--- src/sv/ioct_pkg.sv ---
`timescale 1ns / 1ps
// Package for the in-order commit tracker: field widths, command and status codes,
// and the command record passed from the front queue to the back end. No dependencies.
package ioct_pkg;

  localparam int QueueDepthDef = 16;
  localparam int SeqW          = 63;
  localparam int KindW         = 2;
  localparam int TagW          = 4;
  localparam int CountW        = 5;
  localparam int StatusW       = 2;

  // Raw kind codes on the request port.
  localparam logic [KindW-1:0] KIND_ISSUE    = 2'd0;
  localparam logic [KindW-1:0] KIND_COMPLETE = 2'd1;
  localparam logic [KindW-1:0] KIND_POLL     = 2'd2;

  typedef enum logic [1:0] {
    OP_ISSUE    = 2'd0,
    OP_COMPLETE = 2'd1,
    OP_POLL     = 2'd2,
    OP_NONE     = 2'd3
  } op_e;

  typedef enum logic [StatusW-1:0] {
    STAT_OK      = 2'd0,
    STAT_FULL    = 2'd1,
    STAT_BAD_TAG = 2'd2
  } status_e;

  typedef struct packed {
    op_e             op;
    logic [SeqW-1:0] final_seq;
    logic [TagW-1:0] tag;
  } cmd_t;

endpackage

--- src/sv/ioct_front.sv ---
`timescale 1ns / 1ps
// Front end of the commit tracker: accepts requests, decodes the kind into an
// operation and holds them in a two-entry queue for the back end. Uses ioct_pkg.
module ioct_front (
  input  logic                          clk_i,
  input  logic                          rst_ni,
  input  logic                          start_i,
  output logic                          busy_o,
  input  logic [ioct_pkg::KindW-1:0]    kind_i,
  input  logic [ioct_pkg::SeqW-1:0]     final_seq_i,
  input  logic [ioct_pkg::TagW-1:0]     tag_i,
  output logic                          cmd_valid_o,
  output ioct_pkg::cmd_t                cmd_o,
  input  logic                          cmd_pop_i
);
  import ioct_pkg::*;

  cmd_t       entry_q [2];
  logic       wr_ptr_q, wr_ptr_d;
  logic       rd_ptr_q, rd_ptr_d;
  logic [1:0] fill_q, fill_d;
  logic       push;
  logic       pop;
  cmd_t       new_cmd;

  always_comb begin
    new_cmd.final_seq = final_seq_i;
    new_cmd.tag       = tag_i;
    case (kind_i)
      KIND_ISSUE:    new_cmd.op = OP_ISSUE;
      KIND_COMPLETE: new_cmd.op = OP_COMPLETE;
      KIND_POLL:     new_cmd.op = OP_POLL;
      default:       new_cmd.op = OP_NONE;
    endcase
  end

  assign busy_o      = (fill_q == 2'd2);
  assign push        = start_i && !busy_o;
  assign cmd_valid_o = (fill_q != 2'd0);
  assign pop         = cmd_pop_i && cmd_valid_o;
  assign cmd_o       = entry_q[rd_ptr_q];

  always_comb begin
    wr_ptr_d = push ? !wr_ptr_q : wr_ptr_q;
    rd_ptr_d = pop ? !rd_ptr_q : rd_ptr_q;
    fill_d   = fill_q + {1'b0, push} - {1'b0, pop};
  end

  always_ff @(posedge clk_i or negedge rst_ni) begin
    if (!rst_ni) begin
      wr_ptr_q <= 1'b0;
      rd_ptr_q <= 1'b0;
      fill_q   <= 2'd0;
    end else begin
      wr_ptr_q <= wr_ptr_d;
      rd_ptr_q <= rd_ptr_d;
      fill_q   <= fill_d;
    end
  end

  always_ff @(posedge clk_i) begin
    if (push) begin
      entry_q[wr_ptr_q] <= new_cmd;
    end
  end

endmodule

--- src/sv/ioct_back.sv ---
`timescale 1ns / 1ps
// Back end of the commit tracker: slot ring, done flags, final-sequence memory,
// retirement walk and result registers. Uses ioct_pkg.
module ioct_back #(
  parameter int QueueDepth = ioct_pkg::QueueDepthDef
) (
  input  logic                          clk_i,
  input  logic                          rst_ni,
  input  logic                          cmd_valid_i,
  input  ioct_pkg::cmd_t                cmd_i,
  output logic                          cmd_pop_o,
  output logic                          valid_o,
  output logic [ioct_pkg::TagW-1:0]     slot_tag_o,
  output logic                          commit_valid_o,
  output logic [ioct_pkg::SeqW-1:0]     commit_seq_o,
  output logic [ioct_pkg::CountW-1:0]   outstanding_count_o,
  output logic [ioct_pkg::CountW-1:0]   done_waiting_count_o,
  output logic [ioct_pkg::StatusW-1:0]  status_o
);
  import ioct_pkg::*;

  localparam int PtrW = (QueueDepth > 1) ? $clog2(QueueDepth) : 1;
  localparam int CntW = $clog2(QueueDepth + 1);
  localparam logic [PtrW-1:0] LastSlot = PtrW'(QueueDepth - 1);

  typedef enum logic [1:0] {
    ST_IDLE   = 2'b01,
    ST_RETIRE = 2'b10
  } state_e;

  state_e                state_q, state_d;
  logic [PtrW-1:0]       head_q, head_d;
  logic [PtrW-1:0]       tail_q, tail_d;
  logic [CntW-1:0]       live_q, live_d;
  logic [CntW-1:0]       done_cnt_q, done_cnt_d;
  logic [QueueDepth-1:0] done_q, done_d;
  logic                  cmt_none_q, cmt_none_d;
  logic [SeqW-1:0]       cmt_seq_q, cmt_seq_d;
  logic                  rep_none_q, rep_none_d;
  logic [SeqW-1:0]       rep_seq_q, rep_seq_d;

  logic [SeqW-1:0]       final_mem [QueueDepth];
  logic [SeqW-1:0]       rd_data_q;
  logic                  mem_we;

  logic                  res_fire;
  logic [TagW-1:0]       res_slot;
  logic                  res_cv;
  logic [SeqW-1:0]       res_cs;
  status_e               res_stat;

  logic                  valid_q;
  logic [TagW-1:0]       slot_q;
  logic                  cv_q;
  logic [SeqW-1:0]       cs_q;
  logic [CountW-1:0]     live_out_q;
  logic [CountW-1:0]     done_out_q;
  status_e               stat_q;

  logic [PtrW-1:0]       tag_idx;
  logic                  tag_in_range;
  logic [PtrW:0]         tag_off;

  function automatic logic [PtrW-1:0] ring_next(input logic [PtrW-1:0] p);
    ring_next = (p == LastSlot) ? '0 : p + 1'b1;
  endfunction

  always_comb begin
    tag_idx      = PtrW'(cmd_i.tag);
    tag_in_range = (int'(cmd_i.tag) < QueueDepth);
    if (tag_idx >= head_q) begin
      tag_off = {1'b0, tag_idx} - {1'b0, head_q};
    end else begin
      tag_off = (PtrW + 1)'(QueueDepth) + {1'b0, tag_idx} - {1'b0, head_q};
    end
  end

  always_comb begin
    state_d    = state_q;
    head_d     = head_q;
    tail_d     = tail_q;
    live_d     = live_q;
    done_cnt_d = done_cnt_q;
    done_d     = done_q;
    cmt_none_d = cmt_none_q;
    cmt_seq_d  = cmt_seq_q;
    rep_none_d = rep_none_q;
    rep_seq_d  = rep_seq_q;
    mem_we     = 1'b0;
    cmd_pop_o  = 1'b0;
    res_fire   = 1'b0;
    res_slot   = '0;
    res_cv     = 1'b0;
    res_cs     = '0;
    res_stat   = STAT_OK;
    case (state_q)
      ST_IDLE: begin
        if (cmd_valid_i) begin
          cmd_pop_o = 1'b1;
          res_fire  = 1'b1;
          case (cmd_i.op)
            OP_ISSUE: begin
              if (live_q == CntW'(QueueDepth)) begin
                res_stat = STAT_FULL;
              end else begin
                mem_we         = 1'b1;
                done_d[tail_q] = 1'b0;
                res_slot       = TagW'(tail_q);
                tail_d         = ring_next(tail_q);
                live_d         = live_q + 1'b1;
              end
            end
            OP_COMPLETE: begin
              if (!tag_in_range) begin
                res_stat = STAT_BAD_TAG;
              end else if (tag_off >= (PtrW + 1)'(live_q) || done_q[tag_idx]) begin
                res_stat = STAT_BAD_TAG;
              end else if (tag_idx != head_q) begin
                done_d[tag_idx] = 1'b1;
                done_cnt_d      = done_cnt_q + 1'b1;
              end else begin
                // The head finished: walk the ring one slot per cycle.
                res_fire = 1'b0;
                state_d  = ST_RETIRE;
              end
            end
            OP_POLL: begin
              if ((cmt_none_q != rep_none_q) || (!cmt_none_q && cmt_seq_q != rep_seq_q)) begin
                res_cv     = 1'b1;
                res_cs     = cmt_seq_q;
                rep_none_d = cmt_none_q;
                rep_seq_d  = cmt_seq_q;
              end
            end
            default: begin
            end
          endcase
        end
      end
      ST_RETIRE: begin
        // The memory read of the head slot was issued in the previous cycle.
        cmt_none_d     = 1'b0;
        cmt_seq_d      = rd_data_q;
        done_d[head_q] = 1'b0;
        if (done_q[head_q]) begin
          done_cnt_d = done_cnt_q - 1'b1;
        end
        head_d = ring_next(head_q);
        live_d = live_q - 1'b1;
        if (live_d == '0 || !done_q[head_d]) begin
          res_fire = 1'b1;
          state_d  = ST_IDLE;
        end
      end
      default: begin
        state_d = ST_IDLE;
      end
    endcase
  end

  always_ff @(posedge clk_i or negedge rst_ni) begin
    if (!rst_ni) begin
      state_q    <= ST_IDLE;
      head_q     <= '0;
      tail_q     <= '0;
      live_q     <= '0;
      done_cnt_q <= '0;
      done_q     <= '0;
      cmt_none_q <= 1'b1;
      cmt_seq_q  <= '0;
      rep_none_q <= 1'b1;
      rep_seq_q  <= '0;
      valid_q    <= 1'b0;
    end else begin
      state_q    <= state_d;
      head_q     <= head_d;
      tail_q     <= tail_d;
      live_q     <= live_d;
      done_cnt_q <= done_cnt_d;
      done_q     <= done_d;
      cmt_none_q <= cmt_none_d;
      cmt_seq_q  <= cmt_seq_d;
      rep_none_q <= rep_none_d;
      rep_seq_q  <= rep_seq_d;
      valid_q    <= res_fire;
    end
  end

  always_ff @(posedge clk_i) begin
    if (mem_we) begin
      final_mem[tail_q] <= cmd_i.final_seq;
    end
    rd_data_q <= final_mem[head_d];
  end

  always_ff @(posedge clk_i) begin
    if (res_fire) begin
      slot_q     <= res_slot;
      cv_q       <= res_cv;
      cs_q       <= res_cs;
      live_out_q <= CountW'(live_d);
      done_out_q <= CountW'(done_cnt_d);
      stat_q     <= res_stat;
    end
  end

  assign valid_o              = valid_q;
  assign slot_tag_o           = slot_q;
  assign commit_valid_o       = cv_q;
  assign commit_seq_o         = cs_q;
  assign outstanding_count_o  = live_out_q;
  assign done_waiting_count_o = done_out_q;
  assign status_o             = stat_q;

endmodule

--- src/sv/in_order_commit_tracker.sv ---
`timescale 1ns / 1ps
// In-order commit tracker top level. Depends on ioct_pkg, ioct_front and ioct_back.
// A request waits in the front queue until the back end decodes it and registers its
// result, which strobes valid_o; a completion of the oldest batch first walks the
// ring in order. Throughput: one request per cycle while no walk runs; the two-entry
// front queue takes requests during a walk until it fills. The receiver cannot stall.
// Reset clears pointers, counts, done flags and commit state at once; no clearing pass.
module in_order_commit_tracker #(
  parameter int QueueDepth = ioct_pkg::QueueDepthDef
) (
  input  logic                          clk_i,
  input  logic                          rst_ni,
  input  logic                          start_i,
  output logic                          busy_o,
  input  logic [ioct_pkg::KindW-1:0]    kind_i,
  input  logic [ioct_pkg::SeqW-1:0]     first_seq_i,
  input  logic [ioct_pkg::SeqW-1:0]     final_seq_i,
  input  logic [ioct_pkg::TagW-1:0]     tag_i,
  output logic                          valid_o,
  output logic [ioct_pkg::TagW-1:0]     slot_tag_o,
  output logic                          commit_valid_o,
  output logic [ioct_pkg::SeqW-1:0]     commit_seq_o,
  output logic [ioct_pkg::CountW-1:0]   outstanding_count_o,
  output logic [ioct_pkg::CountW-1:0]   done_waiting_count_o,
  output logic [ioct_pkg::StatusW-1:0]  status_o
);
  import ioct_pkg::*;

  logic cmd_valid;
  logic cmd_pop;
  cmd_t cmd;

  // The first sequence number of a batch never reaches a result, so it is not kept.
  ioct_front u_front (
    .clk_i       (clk_i),
    .rst_ni      (rst_ni),
    .start_i     (start_i),
    .busy_o      (busy_o),
    .kind_i      (kind_i),
    .final_seq_i (final_seq_i),
    .tag_i       (tag_i),
    .cmd_valid_o (cmd_valid),
    .cmd_o       (cmd),
    .cmd_pop_i   (cmd_pop)
  );

  ioct_back #(
    .QueueDepth (QueueDepth)
  ) u_back (
    .clk_i                (clk_i),
    .rst_ni               (rst_ni),
    .cmd_valid_i          (cmd_valid),
    .cmd_i                (cmd),
    .cmd_pop_o            (cmd_pop),
    .valid_o              (valid_o),
    .slot_tag_o           (slot_tag_o),
    .commit_valid_o       (commit_valid_o),
    .commit_seq_o         (commit_seq_o),
    .outstanding_count_o  (outstanding_count_o),
    .done_waiting_count_o (done_waiting_count_o),
    .status_o             (status_o)
  );

endmodule

--- config.mk ---
export PLATFORM = sky130hd
export DESIGN_NAME = in_order_commit_tracker
export DESIGN_NICKNAME = d
export VERILOG_FILES = /design/src/sv/ioct_pkg.sv /design/src/sv/ioct_front.sv /design/src/sv/ioct_back.sv /design/src/sv/in_order_commit_tracker.sv
export SDC_FILE = /design/constraint.sdc
export NUM_CORES = 2
export LEC_CHECK = 0
export BUFFER_PORTS_ARGS = -buffer_cell sky130_fd_sc_hd__buf_2
export CORE_MARGIN = 4
export CORE_UTILIZATION = 45
export DETAILED_ROUTE_END_ITERATION = 12
export GPL_TIMING_DRIVEN = 0
export SKIP_CTS_REPAIR_TIMING = 1
export SKIP_LAST_GASP = 1
export SYNTH_ARGS = -nofsm -noshare
export SYNTH_HDL_FRONTEND = slang
export SYNTH_SLANG_ARGS = --single-unit
--- constraint.sdc ---
create_clock -name clk_i -period 7.9 [get_ports clk_i]
set_input_delay 1.975 -clock clk_i [delete_from_list [all_inputs] [get_ports clk_i]]
set_output_delay 1.975 -clock clk_i [all_outputs]
set_load 0.05 [all_outputs]
==> metrics.cfg <==
[pwr]
power_density_mw_per_mm2=361
total_power_mw=23.7
vdd_drop_max_uv=178
p_leak_nw=22.8

[critical_path]
reg2reg_depth=20
setup.worst_path.class=reg -> reg
start_kind=flop
required_ps=8330
endpoint_kind=flop
arrival_ps=7220
crit_start=u_front.rd_ptr_q$_DFFE_PN0P_
r2r_setup_slack_ps=1110
r2r-end=u_back.commit_seq_o[41]$_SDFFCE_PN0P_
cp_max_fo=35
r2r-start=u_front.rd_ptr_q$_DFFE_PN0P_
critPathCapture=u_back.commit_seq_o[41]$_SDFFCE_PN0P_

[global_route]
grt_max_degree=113
grt-ovfl-total=0
grtUsageTotal=0.206
antenna_found_initial=10
grt_pass1_vias=30000
grt_pass1_wl_um=199000

[route]
dr.first_iter.drc_count=2657
wl_per_cell_um=26.3
ant_nets=0
post-route-drc-count=0
via_count=29100
firstDrtPassIters=6
finalWirelength_um=135000
viasPerCell=5.68

[cts]
cts_tree=built
clk_pin_slew_ps=60
clkLatencyLatePin_ps=760
clock_path_buffers=3
cts_buffers=150
htree_levels=4
root_buffer=clkbuf_16
clkSinkCount=1458

[placed_design]
place_hpwl_um=92500
dpl-instance-area_sq_mm=0.0607
gp_congestion=0.841
io_buffers=151
dp.cells=4839

[sta]
maxClockFrequency_mhz=147
clock_skew_ps=18.6
relSlewSlack=0.0708
fin_crit_sh=0.859
tightest_slew_ps=1390
period_minus_slack_ps=6790
report.final.setup_viol=0
hold_viol=0
rsz0062_at_grt=false
drv_slew=0
whs_ps=459

[final_layout]
drive_gt1_frac=0.277
fin_area_sq_mm=0.0657
area_growth_syn_to_layout_pct=16.3
finish.utilization=0.529
final_cells=5118
mostFrequentLayoutCells=1,226 x edfxtp_1, 262 x mux4_2, 198 x nand2_1, 186 x buf_2, 176 x mux2_2
final_common_cell=edfxtp_1
layout.nets=3516

[synthesis]
netlist_area_sq_mm=0.0565
synth_top_area_share=0.652
avgSynthCellArea_sq_um=19.0
synth_cells=2976
synth-seq-area-share=0.749
syn-num-nets=3138
synth_flop_cell=edfxtp_1
synth_cell_types=64
synth-edff-count=1226
yosysTopAreaCell=edfxtp_1
async_flop_share=0.116
yosys_warnings=0
synthTopCellsByArea=edfxtp_1 65%, mux4_2 10%, dfrtp_1 7.4%
yosys_register_bits=1458

[flow_run]
cap_viol_max_count=0

[floorplan]
die_x_um=362
die_h_um=362
num_rows=129
pin_count=217
coreArea_sq_mm=0.124
die_area_sq_mm=0.131
start_util=0.455

[status]
status=complete, no violations

[min_path]
hold_path.class=reg -> reg

registers in the layout, summed over array words and instances, names as in the netlist, 5 cells and up:
signal                       cells
u_back.cmt_seq_q                63
u_back.rep_seq_q                63
u_back.done_waiting_count_o      5
u_back.rd_data_q                63
u_back.commit_seq_o             63
u_back.final_mem              1008
u_back.done_cnt_q                5
u_front.entry_q                138
u_back.outstanding_count_o       5
u_back.live_q                    5
u_back.done_q                   16
how the worst min path moves through the flow:
stage / slack (ps) / startpoint / cells after the start / endpoint
floorplan: 410 / u_back.rd_data_q[0]$_DFF_P_ / 2 / u_back.cmt_seq_q[0]$_DFFE_PN0P_
global placement: 450 / u_back.rd_data_q[48]$_DFF_P_ / 1 / u_back.cmt_seq_q[48]$_DFFE_PN0P_
detailed placement: 450 / u_back.rd_data_q[44]$_DFF_P_ / 1 / u_back.cmt_seq_q[44]$_DFFE_PN0P_
CTS: 470 / u_back.rd_data_q[60]$_DFF_P_ / 1 / u_back.cmt_seq_q[60]$_DFFE_PN0P_
global route: 470 / u_back.rd_data_q[46]$_DFF_P_ / 1 / u_back.cmt_seq_q[46]$_DFFE_PN0P_
finish: 460 / u_back.rd_data_q[16]$_DFF_P_ / 2 / u_back.cmt_seq_q[16]$_DFFE_PN0P_
synth_stat cells (3+ instances only):
cell,instances
edfxtp_1,1226
mux4_2,262
nand2_1,198
mux2_2,176
dfrtp_1,166
and2_1,129
clkbuf_1,112
a211oi_1,66
a31oi_1,66
dfxtp_1,63
inv_1,52
xor2_1,48
o21ai_0,43
nor2_1,41
buf_2,36
ha_1,26
a21oi_1,25
nor3_1,21
mux2i_1,18
nor4_1,18
nand2b_1,14
o21a_1,13
o22ai_1,13
a22oi_1,12
nand3_1,12
o41ai_1,12
xnor2_1,12
o31ai_1,9
buf_1,8
nand4_1,8
a311o_1,7
o311ai_0,5
a21o_1,4
a221o_1,4
a221oi_1,4
nor2b_1,4
or2_2,4
dfstp_2,3
o32ai_1,3
worst max-delay path: stages (launching register included):
cell and delay (ps):
dfrtp_1 390, buf_6 170, buf_2 250, buf_2 400, clkbuf_2 620, clkbuf_1 1000, o21ai_0 280, ha_1 410
nand2_1 80, nor2_1 250, o21ai_0 150, a21bo_2 200, nor4_1 40, ha_1 270, o21ai_0 110, o221ai_2 350
or4_1 200, o21ai_0 140, a21oi_4 600, buf_12 280, buf_12 220
where the power goes:
part	total [mW]	switching, mW	internal (mW)
combinational	5.83	3.91	1.92
sequential	10.8	0.546	10.3
clock	7.10	2.92	4.19
total	23.7	7.37	16.4
layer usage:
metal,global-route usage,part of all wire,routed length [um]
met1,0.292,0.43,57700
met2,0.338,0.48,64900
met5,0,0,0
met3,0.0320,0.067,9090
met4,0.0587,0.023,3120
cell type report:
| type | instances | area (sq um) |
|---|---|---|
| flip-flops and latches | 1458 | 42300 |
| well taps | 1637 | 2050 |
| multi-input cells | 1306 | 13500 |
| inverters | 54 | 203 |
| plain buffers | 158 | 654 |
| clock inverters | 82 | 971 |
| clock buffers | 196 | 4060 |
| repair buffers | 226 | 2000 |
| diodes | 1 | 2.50 |
| fillers | 9670 | 58400 |
stage by stage:
| stage | TNS [ps] | worst slack, ps |
|---|---|---|
| CTS | 0 | 985 |
| global placement | -2837390 | -4800 |
| global route | 0 | 741 |
| floorplan | 0 | 41.8 |
| finish | 0 | 1110 |
| detailed placement | 0 | 1010 |
cell families after synthesis:
| kind of cell | after synthesis | share of synthesized area |
|---|---|---|
| simple gates | 458 | 0.0397 |
| mux | 456 | 0.143 |
| compound gates | 305 | 0.0379 |
| fa+ha+maj | 27 | 0.00611 |
| xor+xnor | 60 | 0.00930 |
| buf+inv | 212 | 0.0152 |
| flops | 1458 | 0.749 |
Note: power is estimated with default switching activity, not from simulation.
